--- src/rtl/psc_pkg.sv ---
// Types and constants shared by the PES stream cutter modules.
package psc_pkg;

   localparam int HDR_BYTES = 19;
   localparam int HDR_CNT_W = $clog2(HDR_BYTES + 1);
   localparam int STAMP_W = 33;
   localparam int FRAME_TICKS_INT = 3600;
   localparam logic [STAMP_W:0] FRAME_TICKS = (STAMP_W + 1)'(FRAME_TICKS_INT);

   // The quotient by 3600 is the quotient by 225 of the stamp shifted right by four,
   // taken by a reciprocal multiplication that is exact for every 29-bit operand.
   localparam int FRAME_SUB_SHIFT = 4;
   localparam int RECIP_W = 30;
   localparam int RECIP_SHIFT = 37;
   localparam logic [RECIP_W-1:0] FRAME_RECIP = 30'd610839794;

   localparam int QUEUE_DEPTH_DEF = 2;

   localparam int CSR_ADDR_W = 4;
   localparam int CSR_DATA_W = 64;
   localparam logic [CSR_ADDR_W-4:0] REG_STOP_PTS = '0;

   localparam logic [7:0] START_PREFIX = 8'h01;
   localparam logic [3:0] VIDEO_ID_NIB = 4'hE;
   localparam logic [2:0] AUDIO_ID_TOP = 3'h6;
   localparam logic [7:0] PTS_HI_MASK = 8'h0F;
   localparam logic [7:0] EXT_HDR_LIMIT = 8'd5;
   localparam logic [HDR_CNT_W-1:0] WINDOW_HDR_LEN = HDR_CNT_W'(4);
   localparam logic [HDR_CNT_W-1:0] VIDEO_SHORT = HDR_CNT_W'(14);
   localparam logic [HDR_CNT_W-1:0] VIDEO_LONG = HDR_CNT_W'(HDR_BYTES);
   localparam logic [HDR_CNT_W-1:0] AUDIO_LEN_END = HDR_CNT_W'(6);
   localparam logic [HDR_CNT_W-1:0] AUDIO_HDR_END = HDR_CNT_W'(14);

   // One job per input byte that causes results. A count of zero means a
   // single closing beat that carries no byte.
   typedef struct packed {
      logic [HDR_BYTES-1:0][7:0] bytes;
      logic [HDR_CNT_W-1:0]      count;
      logic                      close;
   } psc_job_type;

endpackage

--- src/rtl/psc_if.sv ---
// Valid/ready channel interfaces for the input bytes and the result beats.
interface psc_req_if;
   logic       valid;
   logic       ready;
   logic [7:0] in_byte;
   logic       end_of_input;

   modport source (output valid, output in_byte, output end_of_input, input ready);
   modport sink (input valid, input in_byte, input end_of_input, output ready);
endinterface

interface psc_rsp_if;
   logic       valid;
   logic       ready;
   logic [7:0] out_byte;
   logic       byte_valid;
   logic       stream_closed;
   logic       last_of_run;

   modport source (output valid, output out_byte, output byte_valid,
                   output stream_closed, output last_of_run, input ready);
   modport sink (input valid, input out_byte, input byte_valid,
                 input stream_closed, input last_of_run, output ready);
endinterface

--- src/rtl/pes_stream_pts_cutter.sv ---
// Top level of the PES stream cutter: register port, front end, job queue, back end.
//
// The block takes one stream byte per beat and accepts a new byte in every cycle
// while its job queue has room; the first result beat of a byte passes the queue,
// the current-job register and the output register. A byte causes at most one job,
// and the back end sends one beat per cycle while the output is taken, so a header
// burst of up to 19 beats holds the back end while the front end keeps taking bytes
// until the QUEUE_DEPTH jobs are full. After each write of stop_pts the input is
// held off while the stop value is rounded down to a multiple of 3600 by a
// reciprocal multiplication. stop_pts sits at byte address 0 of the register port.
module pes_stream_pts_cutter import psc_pkg::*; #(
   parameter int QUEUE_DEPTH = QUEUE_DEPTH_DEF
) (
   input  logic                  clock,
   input  logic                  reset,
   psc_req_if.sink               req_chan,
   psc_rsp_if.source             rsp_chan,
   input  logic                  psel,
   input  logic                  penable,
   input  logic                  pwrite,
   input  logic [CSR_ADDR_W-1:0] paddr,
   input  logic [CSR_DATA_W-1:0] pwdata,
   output logic [CSR_DATA_W-1:0] prdata,
   output logic                  pready
);

   logic               cfg_busy;
   logic [STAMP_W-1:0] stop_pts;
   logic               accept;
   logic               push;
   psc_job_type        push_job;
   logic               space;
   logic               head_valid;
   psc_job_type        head_job;
   logic               pop;

   assign req_chan.ready = space && !cfg_busy;
   assign accept = req_chan.valid && req_chan.ready;

   psc_cfg u_cfg (
      .clock    (clock),
      .reset    (reset),
      .psel     (psel),
      .penable  (penable),
      .pwrite   (pwrite),
      .paddr    (paddr),
      .pwdata   (pwdata),
      .prdata   (prdata),
      .pready   (pready),
      .stop_pts (stop_pts),
      .busy     (cfg_busy)
   );

   psc_front u_front (
      .clock        (clock),
      .reset        (reset),
      .accept       (accept),
      .in_byte      (req_chan.in_byte),
      .end_of_input (req_chan.end_of_input),
      .stop_pts     (stop_pts),
      .push         (push),
      .job          (push_job)
   );

   psc_queue #(
      .DEPTH (QUEUE_DEPTH)
   ) u_queue (
      .clock      (clock),
      .reset      (reset),
      .push       (push),
      .push_job   (push_job),
      .space      (space),
      .head_valid (head_valid),
      .head_job   (head_job),
      .pop        (pop)
   );

   psc_back u_back (
      .clock     (clock),
      .reset     (reset),
      .job_valid (head_valid),
      .job       (head_job),
      .pop       (pop),
      .rsp       (rsp_chan)
   );

endmodule

--- src/rtl/psc_cfg.sv ---
// Register port and rounding of the stop stamp down to a frame multiple.
module psc_cfg import psc_pkg::*; (
   input  logic                  clock,
   input  logic                  reset,
   input  logic                  psel,
   input  logic                  penable,
   input  logic                  pwrite,
   input  logic [CSR_ADDR_W-1:0] paddr,
   input  logic [CSR_DATA_W-1:0] pwdata,
   output logic [CSR_DATA_W-1:0] prdata,
   output logic                  pready,
   output logic [STAMP_W-1:0]    stop_pts,
   output logic                  busy
);

   localparam int PROD_W = STAMP_W - FRAME_SUB_SHIFT + RECIP_W;
   localparam int QUO_W = PROD_W - RECIP_SHIFT;

   logic [STAMP_W-1:0] stop_ff, stop_in;
   logic [QUO_W-1:0]   quo_ff, quo_in;
   logic               busy_ff, busy_in;

   logic               wr;
   logic [PROD_W-1:0]  prod;

   always_comb begin
      wr = psel && penable && pwrite && (paddr[CSR_ADDR_W-1:3] == REG_STOP_PTS);
      prod = PROD_W'(pwdata[STAMP_W-1:FRAME_SUB_SHIFT]) * PROD_W'(FRAME_RECIP);

      stop_in = stop_ff;
      quo_in = quo_ff;
      busy_in = 1'b0;
      if (wr) begin
         quo_in = prod[PROD_W-1:RECIP_SHIFT];
         busy_in = 1'b1;
      end else if (busy_ff) begin
         stop_in = STAMP_W'(quo_ff) * FRAME_TICKS[STAMP_W-1:0];
      end
   end

   always_ff @(posedge clock) begin
      if (reset) begin
         stop_ff <= '0;
         busy_ff <= 1'b0;
      end else begin
         stop_ff <= stop_in;
         busy_ff <= busy_in;
      end
      quo_ff <= quo_in;
   end

   assign prdata = CSR_DATA_W'(stop_ff);
   assign pready = 1'b1;
   assign stop_pts = stop_ff;
   assign busy = busy_ff;

endmodule

--- src/rtl/psc_front.sv ---
// Front end: start-code window, header collection, stamp tracking and job issue.
module psc_front import psc_pkg::*; (
   input  logic               clock,
   input  logic               reset,
   input  logic               accept,
   input  logic [7:0]         in_byte,
   input  logic               end_of_input,
   input  logic [STAMP_W-1:0] stop_pts,
   output logic               push,
   output psc_job_type        job
);

   typedef enum logic [3:0] {
      PH_SEARCH = 4'b0001,
      PH_VIDEO  = 4'b0010,
      PH_ALEN   = 4'b0100,
      PH_AREST  = 4'b1000
   } psc_phase_type;

   psc_phase_type             phase_ff, phase_in;
   logic [1:0]                fill_ff, fill_in;
   logic [2:0][7:0]           win_ff, win_in;
   logic [HDR_BYTES-1:0][7:0] hs_ff, hs_in;
   logic [HDR_CNT_W-1:0]      hc_ff, hc_in;
   logic [15:0]               alen_ff, alen_in;
   logic [STAMP_W-1:0]        stamp_ff, stamp_in;
   logic                      closed_ff, closed_in;

   logic [HDR_BYTES-1:0][7:0] hs_new;
   logic [HDR_CNT_W-1:0]      hc_inc;
   logic [HDR_CNT_W-1:0]      video_len;
   logic                      is_video, is_audio, start_hit;
   logic                      stop_on;
   logic [STAMP_W:0]          next_stamp, pts_ahead;
   logic [STAMP_W-1:0]        pts;
   logic [7:0]                pts_hi;
   logic [15:0]               len;

   always_comb begin
      for (int i = 0; i < HDR_BYTES; i++) begin
         hs_new[i] = (hc_ff == HDR_CNT_W'(i)) ? in_byte : hs_ff[i];
      end
   end

   always_comb begin
      hc_inc = hc_ff + 1'b1;
      video_len = (hs_ff[8] > EXT_HDR_LIMIT) ? VIDEO_LONG : VIDEO_SHORT;
      is_video = (in_byte[7:4] == VIDEO_ID_NIB);
      is_audio = (in_byte[7:5] == AUDIO_ID_TOP);
      start_hit = (win_ff[0] == 8'h00) && (win_ff[1] == 8'h00) &&
                  (win_ff[2] == START_PREFIX) && (is_video || is_audio);
      stop_on = {1'b0, stop_pts} > FRAME_TICKS;
      next_stamp = {1'b0, stamp_ff} + FRAME_TICKS;
      pts_hi = hs_ff[9] & PTS_HI_MASK;
      pts = {pts_hi[3:1], hs_ff[10], hs_ff[11][7:1], hs_ff[12], in_byte[7:1]};
      pts_ahead = {1'b0, pts} + FRAME_TICKS;
      len = {hs_ff[4], in_byte};

      phase_in = phase_ff;
      fill_in = fill_ff;
      win_in = win_ff;
      hs_in = hs_ff;
      hc_in = hc_ff;
      alen_in = alen_ff;
      stamp_in = stamp_ff;
      closed_in = closed_ff;
      push = 1'b0;
      job.bytes = hs_new;
      job.count = '0;
      job.close = 1'b0;

      if (accept && !closed_ff) begin
         if (end_of_input) begin
            closed_in = 1'b1;
            push = 1'b1;
            job.close = 1'b1;
            if (phase_ff == PH_SEARCH) begin
               job.bytes = '0;
               job.bytes[2:0] = win_ff;
               job.count = HDR_CNT_W'(fill_ff);
            end else begin
               job.bytes = hs_ff;
               job.count = hc_ff;
            end
         end else begin
            case (phase_ff)
               PH_SEARCH: begin
                  if (fill_ff != 2'd3) begin
                     win_in[fill_ff] = in_byte;
                     fill_in = fill_ff + 1'b1;
                  end else if (start_hit) begin
                     hs_in[2:0] = win_ff;
                     hs_in[3] = in_byte;
                     hc_in = WINDOW_HDR_LEN;
                     phase_in = is_video ? PH_VIDEO : PH_ALEN;
                     fill_in = '0;
                  end else begin
                     push = 1'b1;
                     job.bytes = '0;
                     job.bytes[0] = win_ff[0];
                     job.count = HDR_CNT_W'(1);
                     win_in[0] = win_ff[1];
                     win_in[1] = win_ff[2];
                     win_in[2] = in_byte;
                  end
               end
               PH_VIDEO: begin
                  hs_in = hs_new;
                  hc_in = hc_inc;
                  if (hc_inc == video_len) begin
                     push = 1'b1;
                     if (stop_on && (next_stamp >= {1'b0, stop_pts})) begin
                        job.close = 1'b1;
                        closed_in = 1'b1;
                     end else begin
                        stamp_in = next_stamp[STAMP_W-1:0];
                        job.count = video_len;
                        hc_in = '0;
                        phase_in = PH_SEARCH;
                     end
                  end
               end
               PH_ALEN: begin
                  hs_in = hs_new;
                  hc_in = hc_inc;
                  if (hc_inc == AUDIO_LEN_END) begin
                     if ((alen_ff != 16'd0) && (alen_ff != len)) begin
                        push = 1'b1;
                        job.count = AUDIO_LEN_END;
                        hc_in = '0;
                        phase_in = PH_SEARCH;
                     end else begin
                        alen_in = len;
                        phase_in = PH_AREST;
                     end
                  end
               end
               PH_AREST: begin
                  hs_in = hs_new;
                  hc_in = hc_inc;
                  if (hc_inc == AUDIO_HDR_END) begin
                     push = 1'b1;
                     if (stop_on && (pts_ahead >= {1'b0, stop_pts})) begin
                        job.close = 1'b1;
                        closed_in = 1'b1;
                     end else begin
                        stamp_in = pts;
                        job.count = AUDIO_HDR_END;
                        hc_in = '0;
                        phase_in = PH_SEARCH;
                     end
                  end
               end
               default: begin
                  phase_in = PH_SEARCH;
               end
            endcase
         end
      end
   end

   always_ff @(posedge clock) begin
      if (reset) begin
         phase_ff <= PH_SEARCH;
         fill_ff <= '0;
         hc_ff <= '0;
         alen_ff <= '0;
         stamp_ff <= '0;
         closed_ff <= 1'b0;
      end else begin
         phase_ff <= phase_in;
         fill_ff <= fill_in;
         hc_ff <= hc_in;
         alen_ff <= alen_in;
         stamp_ff <= stamp_in;
         closed_ff <= closed_in;
      end
      win_ff <= win_in;
      hs_ff <= hs_in;
   end

endmodule

--- src/rtl/psc_queue.sv ---
// Job queue between the front end and the beat generator.
module psc_queue import psc_pkg::*; #(
   parameter int DEPTH = QUEUE_DEPTH_DEF
) (
   input  logic        clock,
   input  logic        reset,
   input  logic        push,
   input  psc_job_type push_job,
   output logic        space,
   output logic        head_valid,
   output psc_job_type head_job,
   input  logic        pop
);

   localparam int PTR_W = $clog2(DEPTH);
   localparam int CNT_W = $clog2(DEPTH + 1);

   psc_job_type      mem_ff [DEPTH];
   logic [PTR_W-1:0] wr_ptr_ff, wr_ptr_in;
   logic [PTR_W-1:0] rd_ptr_ff, rd_ptr_in;
   logic [CNT_W-1:0] cnt_ff, cnt_in;

   always_comb begin
      wr_ptr_in = wr_ptr_ff;
      rd_ptr_in = rd_ptr_ff;
      if (push) begin
         wr_ptr_in = (wr_ptr_ff == PTR_W'(DEPTH - 1)) ? '0 : wr_ptr_ff + 1'b1;
      end
      if (pop) begin
         rd_ptr_in = (rd_ptr_ff == PTR_W'(DEPTH - 1)) ? '0 : rd_ptr_ff + 1'b1;
      end
      cnt_in = cnt_ff + CNT_W'(push) - CNT_W'(pop);
   end

   always_ff @(posedge clock) begin
      if (reset) begin
         wr_ptr_ff <= '0;
         rd_ptr_ff <= '0;
         cnt_ff <= '0;
      end else begin
         wr_ptr_ff <= wr_ptr_in;
         rd_ptr_ff <= rd_ptr_in;
         cnt_ff <= cnt_in;
      end
      if (push) begin
         mem_ff[wr_ptr_ff] <= push_job;
      end
   end

   assign space = (cnt_ff < CNT_W'(DEPTH));
   assign head_valid = (cnt_ff != '0);
   assign head_job = mem_ff[rd_ptr_ff];

endmodule

--- src/rtl/psc_back.sv ---
// Back end: turns jobs into result beats through a registered output stage.
module psc_back import psc_pkg::*; (
   input  logic         clock,
   input  logic         reset,
   input  logic         job_valid,
   input  psc_job_type  job,
   output logic         pop,
   psc_rsp_if.source    rsp
);

   logic [HDR_BYTES-1:0][7:0] cur_bytes_ff, cur_bytes_in;
   logic [HDR_CNT_W-1:0]      cur_left_ff, cur_left_in;
   logic                      cur_blank_ff, cur_blank_in;
   logic                      cur_close_ff, cur_close_in;
   logic                      cur_valid_ff, cur_valid_in;

   logic                      rsp_valid_ff, rsp_valid_in;
   logic [7:0]                out_byte_ff, out_byte_in;
   logic                      byte_valid_ff, byte_valid_in;
   logic                      closed_ff, closed_in;
   logic                      last_ff, last_in;

   logic                      out_free, emit, last_beat, load;

   always_comb begin
      out_free = !rsp_valid_ff || rsp.ready;
      emit = cur_valid_ff && out_free;
      last_beat = (cur_left_ff == HDR_CNT_W'(1));
      load = job_valid && (!cur_valid_ff || (emit && last_beat));
      pop = load;

      cur_bytes_in = cur_bytes_ff;
      cur_left_in = cur_left_ff;
      cur_blank_in = cur_blank_ff;
      cur_close_in = cur_close_ff;
      cur_valid_in = cur_valid_ff;
      if (load) begin
         cur_bytes_in = job.bytes;
         cur_blank_in = (job.count == '0);
         cur_left_in = (job.count == '0) ? HDR_CNT_W'(1) : job.count;
         cur_close_in = job.close;
         cur_valid_in = 1'b1;
      end else if (emit) begin
         cur_bytes_in = {8'h00, cur_bytes_ff[HDR_BYTES-1:1]};
         cur_left_in = cur_left_ff - 1'b1;
         if (last_beat) begin
            cur_valid_in = 1'b0;
         end
      end

      rsp_valid_in = rsp_valid_ff;
      out_byte_in = out_byte_ff;
      byte_valid_in = byte_valid_ff;
      closed_in = closed_ff;
      last_in = last_ff;
      if (emit) begin
         rsp_valid_in = 1'b1;
         if (cur_blank_ff) begin
            out_byte_in = 8'h00;
            byte_valid_in = 1'b0;
            closed_in = 1'b1;
            last_in = 1'b1;
         end else begin
            out_byte_in = cur_bytes_ff[0];
            byte_valid_in = 1'b1;
            closed_in = cur_close_ff && last_beat;
            last_in = last_beat;
         end
      end else if (rsp.ready) begin
         rsp_valid_in = 1'b0;
      end
   end

   always_ff @(posedge clock) begin
      if (reset) begin
         cur_valid_ff <= 1'b0;
         rsp_valid_ff <= 1'b0;
      end else begin
         cur_valid_ff <= cur_valid_in;
         rsp_valid_ff <= rsp_valid_in;
      end
      cur_bytes_ff <= cur_bytes_in;
      cur_left_ff <= cur_left_in;
      cur_blank_ff <= cur_blank_in;
      cur_close_ff <= cur_close_in;
      out_byte_ff <= out_byte_in;
      byte_valid_ff <= byte_valid_in;
      closed_ff <= closed_in;
      last_ff <= last_in;
   end

   assign rsp.valid = rsp_valid_ff;
   assign rsp.out_byte = out_byte_ff;
   assign rsp.byte_valid = byte_valid_ff;
   assign rsp.stream_closed = closed_ff;
   assign rsp.last_of_run = last_ff;

endmodule

--- src/flat_wrapper.sv ---
// flat-port wrapper written by rule: the top's interface ports become plain ports
module pes_stream_pts_cutter_flat import psc_pkg::*;
#(
   parameter int QUEUE_DEPTH = QUEUE_DEPTH_DEF
)
  (clock, reset, psel, penable, pwrite, paddr, pwdata, prdata, pready, req_chan_valid, req_chan_in_byte, req_chan_end_of_input, req_chan_ready, rsp_chan_valid, rsp_chan_out_byte, rsp_chan_byte_valid, rsp_chan_stream_closed, rsp_chan_last_of_run, rsp_chan_ready);
  psc_req_if req_chan_i ();
  psc_rsp_if rsp_chan_i ();
  input  logic clock;
  input  logic reset;
  input  logic psel;
  input  logic penable;
  input  logic pwrite;
  input  logic [CSR_ADDR_W-1:0] paddr;
  input  logic [CSR_DATA_W-1:0] pwdata;
  output logic [CSR_DATA_W-1:0] prdata;
  output logic pready;
  input wire logic [$bits(req_chan_i.valid)-1:0] req_chan_valid;
  input wire logic [$bits(req_chan_i.in_byte)-1:0] req_chan_in_byte;
  input wire logic [$bits(req_chan_i.end_of_input)-1:0] req_chan_end_of_input;
  output wire logic [$bits(req_chan_i.ready)-1:0] req_chan_ready;
  output wire logic [$bits(rsp_chan_i.valid)-1:0] rsp_chan_valid;
  output wire logic [$bits(rsp_chan_i.out_byte)-1:0] rsp_chan_out_byte;
  output wire logic [$bits(rsp_chan_i.byte_valid)-1:0] rsp_chan_byte_valid;
  output wire logic [$bits(rsp_chan_i.stream_closed)-1:0] rsp_chan_stream_closed;
  output wire logic [$bits(rsp_chan_i.last_of_run)-1:0] rsp_chan_last_of_run;
  input wire logic [$bits(rsp_chan_i.ready)-1:0] rsp_chan_ready;
  assign req_chan_i.valid = req_chan_valid;
  assign req_chan_i.in_byte = req_chan_in_byte;
  assign req_chan_i.end_of_input = req_chan_end_of_input;
  assign req_chan_ready = req_chan_i.ready;
  assign rsp_chan_valid = rsp_chan_i.valid;
  assign rsp_chan_out_byte = rsp_chan_i.out_byte;
  assign rsp_chan_byte_valid = rsp_chan_i.byte_valid;
  assign rsp_chan_stream_closed = rsp_chan_i.stream_closed;
  assign rsp_chan_last_of_run = rsp_chan_i.last_of_run;
  assign rsp_chan_i.ready = rsp_chan_ready;
  pes_stream_pts_cutter #(.QUEUE_DEPTH(QUEUE_DEPTH)) u_core (.clock(clock), .reset(reset), .req_chan(req_chan_i), .rsp_chan(rsp_chan_i), .psel(psel), .penable(penable), .pwrite(pwrite), .paddr(paddr), .pwdata(pwdata), .prdata(prdata), .pready(pready));
endmodule
--- config.mk ---
export PLATFORM = sky130hd
export DESIGN_NAME = pes_stream_pts_cutter_flat
export DESIGN_NICKNAME = d
export VERILOG_FILES = /design/src/rtl/psc_pkg.sv /design/src/rtl/psc_if.sv /design/src/rtl/pes_stream_pts_cutter.sv /design/src/rtl/psc_cfg.sv /design/src/rtl/psc_front.sv /design/src/rtl/psc_queue.sv /design/src/rtl/psc_back.sv /design/src/flat_wrapper.sv
export SDC_FILE = /design/constraint.sdc
export NUM_CORES = 2
export LEC_CHECK = 0
export ABC_AREA = 1
export BUFFER_PORTS_ARGS = -buffer_cell sky130_fd_sc_hd__clkbuf_2
export CAP_MARGIN = 15
export CORE_ASPECT_RATIO = 2
export CORE_MARGIN = 2
export CORE_UTILIZATION = 50
export CTS_CLUSTER_DIAMETER = 150
export DETAILED_ROUTE_END_ITERATION = 7
export GPL_TIMING_DRIVEN = 0
export PLACE_DENSITY = 0.72
export SETUP_SLACK_MARGIN = 0.4
export SLEW_MARGIN = 20
export SYNTH_ARGS = -nofsm -noshare
export SYNTH_HDL_FRONTEND = slang
export SYNTH_SLANG_ARGS = --single-unit
--- constraint.sdc ---
create_clock -name clock -period 16.8 [get_ports clock]
set_clock_uncertainty 0.15 [all_clocks]
set_input_delay 0.84 -clock clock [delete_from_list [all_inputs] [get_ports clock]]
set_output_delay 0.84 -clock clock [all_outputs]
set_load 0.03 [all_outputs]
; ---- Word level (Yosys, flattened, before mapping)
; Memories as Yosys holds them, arrays and structs flattened. A register that Yosys moved wholly into a read port is not among the register bits.
; Index checks and enable logic that the tools add are counted.
[classes]
n_addsub = 9
n_mul = 2
n_lt_le_gt_ge = 7
eq_ne = 43
mux = 103
bitwise = 4
reduce_logical = 50
[ops]
columns = op, count
row1 = $mux W157, 3
row2 = $mux W152, 3
row3 = $mux W158, 2
row4 = $mux W8, 20
row5 = $mux W33, 4
row6 = $add A33 B12 Y34 const B, 2
row7 = $ge A34 B33 Y1, 2
row8 = $pmux W33 S2, 1
row9 = $mux W5, 13
row10 = $mux W32, 2
row11 = $pmux W32 S2, 1
row12 = $mul A29 B29 Y58 const B, 1
row13 = $mux W24, 2
row14 = $eq A5 B4 Y1 const B, 9
row15 = $pmux W5 S4, 2
row16 = $mux W4, 9
row17 = $gt A33 B12 Y1 const B, 1
row18 = $mul A22 B8 Y29 const B, 1
row19 = $mux W1, 28
row20 = $eq A5 B3 Y1 const B, 5
row21 = $bwmux W24, 1
row22 = $logic_and A1 B1 Y1, 17
row23 = $demux W8 S2, 1
row24 = $logic_not A8 Y1, 2
row25 = 46 further kinds, 86
[word_totals]
register_bits = 465
mem_bits_rw = 316
elab_cells = 281
memories = 1
[memory_table]
columns = name, words, word_bits, read_ports, rd_ports_with_merged_regs, wr, line
row1 = u_core.u_queue.mem_ff, 2, 158, 1, 1, 1, psc_queue.sv:18  ; psc_job_type mem_ff [DEPTH];

; ---- Logic depth before layout (Yosys ltp)
[depth]
word_depth = 11
mapped_depth = 30

; ---- By module
; A second synthesis with hierarchy kept.
[hier_totals]
cells_unflattened = 6267
hier_area_um2 = 57478.9
[modules_own_cells]
columns = mod, instances, cells_per_inst, area_each_um2
row1 = psc_cfg, 1, 2710, 21105.2
row2 = psc_front, 1, 2285, 16632.2
row3 = psc_queue, 1, 523, 12059.1
row4 = psc_back, 1, 744, 7658.6
row5 = pes_stream_pts_cutter, 1, 5, 23.8

; ---- Worst setup path before layout
; No wires, ideal clock.
[synth_timing]
kind = in2reg
startpoint = input port rsp_chan_ready
endpoint = register u_core.u_back.cur_bytes_ff[0] (netlist name), enable pin
setup_time_ns = 0.890
arrival_ns = 11.940
t_required_ns = 15.760
setup_slack_ns = 3.820
cell_stages = 4
path_cell_list = inv_1 nand2_1 inv_1 o21ai_0
[synth_via]
elab_chain_cells = 6
[synth_lines]
columns = element, line
row1 = from (decl), flat_wrapper.sv:27  ; input wire logic [$bits(rsp_chan_i.ready)-1:0] rsp_chan_ready;
row2 = $logic_or A1 B1 Y1 *, psc_back.sv:26  ; out_free = !rsp_valid_ff || rsp.ready;
row3 = $logic_and A1 B1 Y1 *, psc_back.sv:27  ; emit = cur_valid_ff && out_free;
row4 = $logic_and A1 B1 Y1, psc_back.sv:29  ; load = job_valid && (!cur_valid_ff || (emit && last_beat));
row5 = $logic_or A1 B1 Y1, psc_back.sv:29
row6 = $logic_and A1 B1 Y1, psc_back.sv:29
row7 = $reduce_bool A2 Y1 (no line) *, n/a
row8 = to (signal assigned), psc_back.sv:82  ; cur_bytes_ff <= cur_bytes_in;
row9 = to (decl), psc_back.sv:11  ; logic [HDR_BYTES-1:0][7:0] cur_bytes_ff, cur_bytes_in;
; Every way passes the cells marked *; elsewhere a longest branch is shown, timed or not.
; A chain may end at the register's enable or synchronous reset.

; ---- Worst setup path in the final report
[layout_timing]
startpoint = input port pwdata[32]
endpoint = register u_core.u_cfg.quo_ff[17] (data pin)
[layout_via]
elab_chain_cells = 1
[layout_lines]
columns = element, line
row1 = from (decl), flat_wrapper.sv:15  ; input logic [CSR_DATA_W-1:0] pwdata;
row2 = $mul A29 B29 Y58, psc_cfg.sv:28  ; prod = PROD_W'(pwdata[STAMP_W-1:FRAME_SUB_SHIFT]) * PROD_W'(FRAME_RECIP);
row3 = net u_core.u_cfg.prod[54], psc_cfg.sv:24  ; logic [PROD_W-1:0] prod;
row4 = to (signal assigned), psc_cfg.sv:49  ; quo_ff <= quo_in;
row5 = to (decl), psc_cfg.sv:20  ; logic [QUO_W-1:0] quo_ff, quo_in;
; The timed path passes the listed nets, and every way through them passes these cells.

==> flow_metrics.tcl <==
set metrics [dict create \
    fp.dieW_microns 235 \
    worst-path-buf-inv 6 \
    overflow 0 \
    port-buffer-count 83 \
    final.setup.worst_slack_ns 9.41 \
    drv_cap 0 \
    reg2reg_depth 23 \
    hpwl_microns 132000 \
    rsz0062_at_grt "no" \
    cpMaxStageDelayCell "nor4_1" \
    cts_resized 0 \
    synth_cell_types 51 \
    syn_area_sq_um 53500 \
    finalCriticalPeriod_ns 7.39 \
    gp_congestion 0.990 \
    core_area_sq_um 106000 \
    slew_headroom_pct 14.9 \
    path_cells "clkbuf_2 -> ha_1 -> inv_1 -> fa_1 -> inv_1 -> fa_1 -> ha_1 -> inv_1 -> fa_1 -> inv_1 -> fa_1 -> fa_1 -> ha_1 -> ha_1 -> nand2_1 -> nor2_1 -> inv_1 -> nor4_1 -> nand3_1 -> nand3_1 -> a21oi_1 -> o21ai_0 -> xor2_1" \
    clk_pin_slew_ns 0.07 \
    layout_common_cells "974 x nand2_1, 946 x inv_1, 684 x edfxtp_1, 524 x ha_1, 503 x nor2_1" \
    nets 6727 \
    first_iter_violations 2737 \
    maxClockFrequency_ghz 0.135 \
    synth_edf_count 684 \
    grt_start_max_net_pins 102 \
    area_growth_pct 9.83 \
    period_share_pct 44.0 \
    grt_pass1_wl_microns 242000 \
    drtAntennaViolNets 0 \
    synth.avg_cell_area_sq_um 9.54 \
    synthArstFlopShare_pct 0 \
    finalHoldViolations 0 \
    synth_area_leaders "edfxtp_1 38%, ha_1 12%, fa_1 11%" \
    synth_area_leader_cell "edfxtp_1" \
    ctsLongestPathBuffers 3 \
    io_pins 162 \
    worst_slew_pin_slew_ns 1.28 \
    routed_via_density 5.61 \
    start_util_pct 50.4 \
    critPathMaxFanout 8 \
    numCtsBuffers 70 \
    vias 40600 \
    wl_microns 163000 \
    ys_seq_elements 782 \
    place_ws_ns 8.72 \
    cp-start-kind "input pin" \
    end_kind "flop" \
    drt_pass1_iterations 6 \
    holdPathStages 1 \
    drive_gt1_share_pct 5.52 \
    finalSetupViolCount 0 \
    final_common_cell "nand2_1" \
    ys_warn_count 0 \
    cts_max_level 3 \
    cp.depth 23 \
    fill_cells 9417 \
    min_path_type "flop to flop" \
    synth_top_area_share_pct 38.4 \
    antenna_found_initial 7 \
    std_cell_rows 169 \
    fp.dieH_microns 467 \
    cp_top_family "adder cells" \
    critPathMaxStageDelay_ns 0.72 \
    grt_util_all_layers_pct 29.7 \
    dieArea_sq_um 110000 \
    cp.arrival_ns 7.74 \
    post_cts_buffers 0 \
    register_area_sq_um 22500 \
    clk_latency_ns 0.69 \
    status "finished clean" \
    root_buffer "clkbuf_16" \
    ctsHoldBuffers 0 \
    cp.required_ns 17.15 \
    synth_cells 5605 \
    yosysSeqAreaShare_pct 42.1 \
    synth_ff_type "edfxtp_1" \
    grt_pass1_vias 42500 \
    wire_per_inst_microns 22.6 \
    critPathKind "input pin to flop" \
    clock-sinks 782 \
    drc_errors 0 \
    multi_input_area_sq_um 26500 \
    cts_tree "built" \
    final_max_slew_viol_count 0 \
]
-- cells by family (layout without fill, tap and decap cells) --
| group | count (synthesis) | count (layout) | share of synthesized area, % |
|---|---|---|---|
| buffers and inverters | 1187 | 1416 | 8.68 |
| AND/OR/NAND/NOR | 1745 | 1745 | 13.2 |
| flip-flops | 782 | 782 | 42.1 |
| other | 2 | 37 | 0.0140 |
| adder cells (fa/ha/maj) | 830 | 830 | 23.7 |
| AO/OA/AOI/OAI | 943 | 943 | 10.4 |
| multiplexers | 6 | 6 | 0.112 |
| XOR/XNOR | 110 | 110 | 1.80 |
-- through the flow --
stage          TNS, ns  cell area [sq um]  hold slack, ns  util [%]  cells
4_1_cts              0              58800           0.309      55.3   7236
2_1_floorplan        0              53600           0.276         -   5639
3_3_place_gp   -280.83              55800           0.290      52.5   7090
6_report             0              58800           0.308      55.3   7237
3_5_place_dp         0              56300           0.297      53.0   7109
5_1_grt              0              58800           0.355      55.3   7237
-- registers in the layout, summed over array words and instances, names as in the netlist, 2 cells and up, named ones only --
register                    cells
u_core.u_front.alen_ff         16
u_core.u_queue.mem_ff         316
u_core.u_cfg.quo_ff            22
u_core.u_back.rsp.out_byte      8
u_core.u_back.cur_left_ff       5
u_core.u_front.hs_ff          152
u_core.u_back.cur_bytes_ff    152
u_core.u_front.phase_ff         4
u_core.u_front.win_ff          24
u_core.u_queue.cnt_ff           2
u_core.u_front.hc_ff            5
u_core.u_front.stamp_ff        33
u_core.u_front.fill_ff          2
u_core.u_cfg.stop_pts          29
-- cells in the mapped netlist, drive strengths merged, types with 5 or more instances --
master  number
mux2i        6
clkbuf     165
edfxtp     684
nand4       43
xnor2       30
nor2       511
nand2      980
a32o        28
nand3      143
buf         68
fa         306
a31oi      171
o22ai       56
or2         15
ha         524
o21a        89
o21ai      297
nor3        29
o21bai      14
o211ai       5
xor2        80
inv        951
a21oi      227
o221ai       6
a211oi      16
nor4        18
a21o        20
dfxtp       98
-- path summary, 6_finish.rpt --
path	from	endpoint	slack, ns
setup / recovery	pwdata[32]	u_core.u_cfg.quo_ff[17]	9.41
hold / removal	u_core.u_queue.rd_ptr_ff	u_core.u_queue.rd_ptr_ff	0.31
setup reg to reg	u_core.u_front.hs_ff[96]	u_core.u_queue.mem_ff[0][2]	11.79
hold reg to reg	u_core.u_queue.rd_ptr_ff	u_core.u_queue.rd_ptr_ff	0.31
-- final cells by class --
type                       count  share of cell area [%]
multi-input combinational   3670                    45.1
sequential                   782                    38.3
inverter                     954                    6.12
clock buffer                  73                    3.02
tap                         1368                    2.91
buffer                       233                    1.82
timing repair buffer         102                    1.48
clock inverter                54                    1.23
antenna                        1                 0.00426
-- layer usage --
metal / global-route usage (%) / up-vias / share of wire, %
li1: - / 19000 / -
met3: 4.02 / 727 / 4.6
met2: 57.4 / 1515 / 54
met4: 30.5 / 12 / 12
met5: 0 / - / 0.047
met1: 24.9 / 19400 / 29
Power is not shown: default switching activity piles up to over one toggle a cycle in this logic, so the estimate is an artifact.
